### src/sv/lpl_pkg.sv
// Shared constants and controller/datapath interface types for the
// longest palindrome length unit. No dependencies.
`default_nettype none

package lpl_pkg;

  localparam int MAX_LEN = 1024;
  localparam int IDX_W   = $clog2(MAX_LEN);
  localparam int CNT_W   = $clog2(MAX_LEN + 1);
  localparam int C2_W    = IDX_W + 1;
  localparam int CHAR_W  = 8;
  localparam int LEN_W   = 11;

  localparam logic [CHAR_W-1:0] SPACE_CHAR = 8'd32;

  typedef struct packed {
    logic load;
    logic begin_pass;
    logic pass_even;
    logic init_k;
    logic step_k;
    logic store;
    logic emit;
  } lpl_cmd_t;

  typedef struct packed {
    logic empty;
    logic probe_ok;
    logic chars_eq;
    logic last_pos;
    logic out_free;
  } lpl_stat_t;

endpackage

`default_nettype wire

### src/sv/lpl_ctrl.sv
// Sequencing state machine for the longest palindrome length unit.
// Depends on lpl_pkg for the command and status structs.
`default_nettype none

module lpl_ctrl (
  input  wire logic              clk,
  input  wire logic              rst,
  input  wire logic              in_valid,
  input  wire logic              in_last,
  output logic                   in_ready,
  output lpl_pkg::lpl_cmd_t      cmd,
  input  wire lpl_pkg::lpl_stat_t stat
);
  import lpl_pkg::*;

  typedef enum logic [2:0] {
    S_LOAD, S_START, S_POS, S_INIT, S_PROBE, S_CMP, S_STORE, S_DONE
  } state_t;

  state_t state;
  logic   even_pass;

  always_ff @(posedge clk) begin
    if (rst) begin
      state     <= S_LOAD;
      even_pass <= 1'b0;
    end else begin
      case (state)
        S_LOAD: begin
          if (in_valid && in_last) begin
            state     <= S_START;
            even_pass <= 1'b0;
          end
        end
        S_START: state <= stat.empty ? S_DONE : S_POS;
        S_POS:   state <= S_INIT;
        S_INIT:  state <= S_PROBE;
        S_PROBE: state <= stat.probe_ok ? S_CMP : S_STORE;
        S_CMP:   state <= stat.chars_eq ? S_PROBE : S_STORE;
        S_STORE: begin
          if (!stat.last_pos) begin
            state <= S_POS;
          end else if (even_pass) begin
            state <= S_DONE;
          end else begin
            state     <= S_START;
            even_pass <= 1'b1;
          end
        end
        S_DONE: begin
          if (stat.out_free) begin
            state <= S_LOAD;
          end
        end
        default: state <= S_LOAD;
      endcase
    end
  end

  always_comb begin
    cmd            = '0;
    in_ready       = (state == S_LOAD);
    cmd.load       = in_ready && in_valid;
    cmd.begin_pass = (state == S_START);
    cmd.pass_even  = even_pass;
    cmd.init_k     = (state == S_INIT);
    cmd.step_k     = (state == S_CMP) && stat.chars_eq;
    cmd.store      = (state == S_STORE);
    cmd.emit       = (state == S_DONE) && stat.out_free;
  end

endmodule

`default_nettype wire

### config.mk
export PLATFORM = sky130hd
export DESIGN_NAME = lpl_ctrl
export DESIGN_NICKNAME = d
export VERILOG_FILES = /design/src/sv/lpl_pkg.sv /design/src/sv/lpl_ctrl.sv
export SDC_FILE = /design/constraint.sdc
export NUM_CORES = 1
export LEC_CHECK = 0
export ABC_AREA = 1
export BUFFER_PORTS_ARGS = -buffer_cell sky130_fd_sc_hd__buf_2
export CAP_MARGIN = 40
export CORE_AREA = 3 3 40 42
export CTS_CLUSTER_SIZE = 8
export DETAILED_ROUTE_END_ITERATION = 10
export DIE_AREA = 0 0 43 45
export PLACE_DENSITY = 0.53
export REMOVE_ABC_BUFFERS = 1
export SYNTH_ARGS = -nofsm -noshare
export SYNTH_HDL_FRONTEND = slang
export SYNTH_SLANG_ARGS = --single-unit
### constraint.sdc
create_clock -name clk -period 1 [get_ports clk]
set_input_delay 0.25 -clock clk [delete_from_list [all_inputs] [get_ports clk]]
set_output_delay 0.25 -clock clk [all_outputs]
set_load 0.02 [all_outputs]
Word level (Yosys, flattened, before mapping)

Index checks and enable logic that the tools add are counted.

Bits in writable memories: 0
Word-level logic and storage cells: 31
Bits in read-only memories: 0
Output and inout port bits: 8
Input port bits: 9
Bits in latches: 0
Memories: 0
Register bits after elaboration: 4

$add $sub $neg: 0
Divide/modulo/power cells: 0
Reduce and logical (&&, ||, !) cells: 8
Mux-type cells: 11
Magnitude comparators: 0
Multiply operators: 0
Equality and inequality tests: 10
Shift-type cells: 0
Bitwise operators: 0

Operators with widths:

| kind                 | count |
|---|---|
| $pmux W3 S8          | 1 |
| $mux W3              | 5 |
| $eq A3 B3 Y1 const B | 4 |
| $eq A3 B2 Y1 const B | 2 |
| $logic_and A1 B1 Y1  | 4 |
| $mux W2              | 2 |
| $ne A2 B1 Y1 const B | 2 |
| $eq A3 B1 Y1 const B | 1 |
| $logic_not A3 Y1     | 1 |
| $reduce_and A3 Y1    | 1 |
| $mux W1              | 2 |
| $ne A2 B2 Y1 const B | 1 |
| $pmux W1 S2          | 1 |
| $reduce_and A2 Y1    | 1 |
| $reduce_bool A2 Y1   | 1 |

Depth between registers and ports, before layout

Depth in word-level cells: 3
Depth in mapped cells: 8
Depth with buffers taken out: 7

Worst setup path before layout

OpenSTA, ideal clock, no wires.

Kind: register to output
Start: reg state[0]
End: out cmd[0] (netlist bit)
Path slack: -509 ps
Data required time: 750 ps
Path buffers: 0
Cell stages (with the launch flop): 3
Arrival: 1259 ps
Cell sequence: dfxtp_1 > inv_2 > nor4_1

RTL lines:

| what                   | RTL line       | text |
|---|---|---|
| from (decl)            | lpl_ctrl.sv:20 | `state_t state;` |
| from (signal assigned) | lpl_ctrl.sv:35 | `S_START: state <= stat.empty ? S_DONE : S_POS;` |
| from (signal assigned) | lpl_ctrl.sv:38 | `S_PROBE: state <= stat.probe_ok ? S_CMP : S_STORE;` |
| from (signal assigned) | lpl_ctrl.sv:39 | `S_CMP: state <= stat.chars_eq ? S_PROBE : S_STORE;` |
| to (decl)              | lpl_ctrl.sv:11 | `output lpl_pkg::lpl_cmd_t cmd,` |

==> metrics <==
Layout Skew=0.001698 ns; CP Launch Type=flop; failing checks=setup timing; Clock power frac=0.075; I/O pin cnt=17; Die Span Y=45 um; dpl hpwl=798.6 um; worst setup margin=-0.3551 ns; n_diodes=0; Seq pwr share=0.132; CP endpoint kind=output pin; Switching Power=1146 uW; DP Area=514.2 um2; EDFF count, synth=0; status=finished with violations; DIE AREA=1935 um2; gate count of the mapped netlist=63; Worst-Skew Late Latency=about 0.23 ns; Final ANT Viol Nets=0; Routed WL per cell=11.58 um; measured slew at the worst slew-check pin=0.1696 ns; top post-synthesis cells by area=dfxtp_1 (22%), nor2_1 (13%), inv_1 (10%), nand2_1 (10%), nand3_1 (9.6%); net switching fraction of the power=0.4461; row cnt=13; Seq/Total Area, Yosys=0.2192; first-pass GRT wire length=about 2000 um; WP data required=0.75 ns; CP Data Arrival Time=1.11 ns; CTS sink count=4; Setup violations, final=11; FF-to-FF setup slack=-0.17 ns; Syn. warnings=0; Unique masters post-synth=16; Num CTS Buffers=3; crit-path max FO=3; clock slew seen by the registers of the worst setup and hold paths=0.04 ns; max-cap check violation count=0; CTS tree=done; largest net degree at the start of global routing=8; final wirelength=about 1300 um; initial antenna violation count=0; # H-tree levels=1; clock root cell=clkbuf_4; via/cell ratio=4.486; RSZ-0062 raised after global routing=yes; post-synth top area cell=dfxtp_1; I/O Buffers=16; DRC viols=0; Synth Cell Area=365.4 um2; number of global-route vias before repair=slightly below 500; final hold vios=0; combinational share of power=0.793; Post-synth top flop=dfxtp_1; core area=1285 um2; hold slack=0.2833 ns; WS Path Type=flop to output pin; Final Non-Filler Cells=111; CTS Buffer Depth=2; nets=107; Synth Area per Inst=~5.8 um2; fmax=around 740 MHz; GR Util All Layers=0.1350; Iter 0 DRT Violations=9; GR Overflow Total=0; Placement Setup Slack=-0.1541 ns; Die X-Extent=roughly 43 um; Leak=roughly 0.00040 uW; Slew Viols, Final=0; Final Cell Area=753.2 um2; hold-fix buffers at CTS=0; VDD IR max=0.001515 V; Pint=1423 uW; Synth Register Bits=4; top cells by count, synth=nor2_1 (13), inv_1 (10), nand2_1 (10), nand3_1 (7), dfxtp_1 (4); Syn-to-layout area delta=106.2%; Final Cycle Share=1.355; share of the synthesized area in the top cell type=0.2192; leading cell type by number of instances after synthesis=nor2_1; share of flip-flops with an asynchronous set or reset=0; layout cells sized above 1=0.6771; Final Critical Period=1.355 ns; Hold Crit Class=input port to flop; Power Density=3411 nW/um2; Initial Util=0.2843; Via Count=498; Slew Limit Headroom=0.8860; gp weighted congestion=0.7822; drt first pass iters=4; dpl cells=~100
-- cell families (layout without fill, tap and decap cells) --
kind of cell    after synthesis  count (layout)  synth area share
simple gates                 41              41            0.5514
buf+inv                      16              49            0.1952
compound gates                2               2           0.03424
flops                         4               4            0.2192
-- repair_timing --
action                                  CTS  global route
setup buffers                             9             3
pin swaps                                 7            12
resized for setup                        32            14
endpoints found under the setup margin   12            12
-- metal layers --
layer	wire length [um]	track usage	share of wire	up-vias
met5	0	0	0	-
met4	0	0.07831	0	0
met3	40	0.02390	0.031	0
met2	709	0.2246	0.55	8
met1	535	0.1643	0.42	228
li1	-	-	-	262
-- layout make-up --
cell class,instances,area [um2]
Clock buffer,3,22.52
Fill cell,123,531.8
Timing Repair Buffer,33,286.5
Multi-Input combinational cell,43,289.0
Inverter,13,48.80
Tap cell,15,18.77
Sequential cell,4,87.58
-- flip-flops by register name (all words and copies together) (netlist names) --
name	count
state	3
even_pass	1
-- power groups by stage --
stage	registers (uW)	clock network [uW]	logic, uW
2_1_floorplan	378	0	664
3_3_place_gp	292	0	1200
3_5_place_dp	298	0	1200
4_1_cts	322	206	1830
5_1_grt	345	216	2180
6_report	339	193	2040
-- worst paths after layout --
| kind | cells after the start | start | end |
|---|---|---|---|
| min reg2reg | 2 | even_pass | even_pass |
| max | 5 | state[0] | cmd[6] |
| max reg2reg | 9 | state[0] | state[1] |
| min | 4 | rst | state[1] |
-- critical path, stage by stage, from the launching register on --
cell     delay [ns]
dfxtp_2        0.33
buf_6          0.12
nor2_4         0.13
nand2_4        0.08
nor2_2         0.10
buf_6          0.12
-- cells in the final DEF (no fill, tap or decap), drive strengths merged --
master / n
nor3: 2
nand2: 13
a21oi: 1
nor4: 1
buf: 33
clkbuf: 3
dfxtp: 4
inv: 13
o211ai: 1
nor2: 14
nand4: 3
nand3: 8
-- through the flow --
step	util	setup TNS, ns	total power [uW]
global placement	0.4002	-0.9276	1492
CTS	0.5453	-2.568	2359
global route	0.5862	-3.217	2744
floorplan	-	-1.399	1042
detailed placement	0.4002	-1.017	1502
finish	0.5862	-2.544	2569
Note: power is estimated with default switching activity, not from simulation.
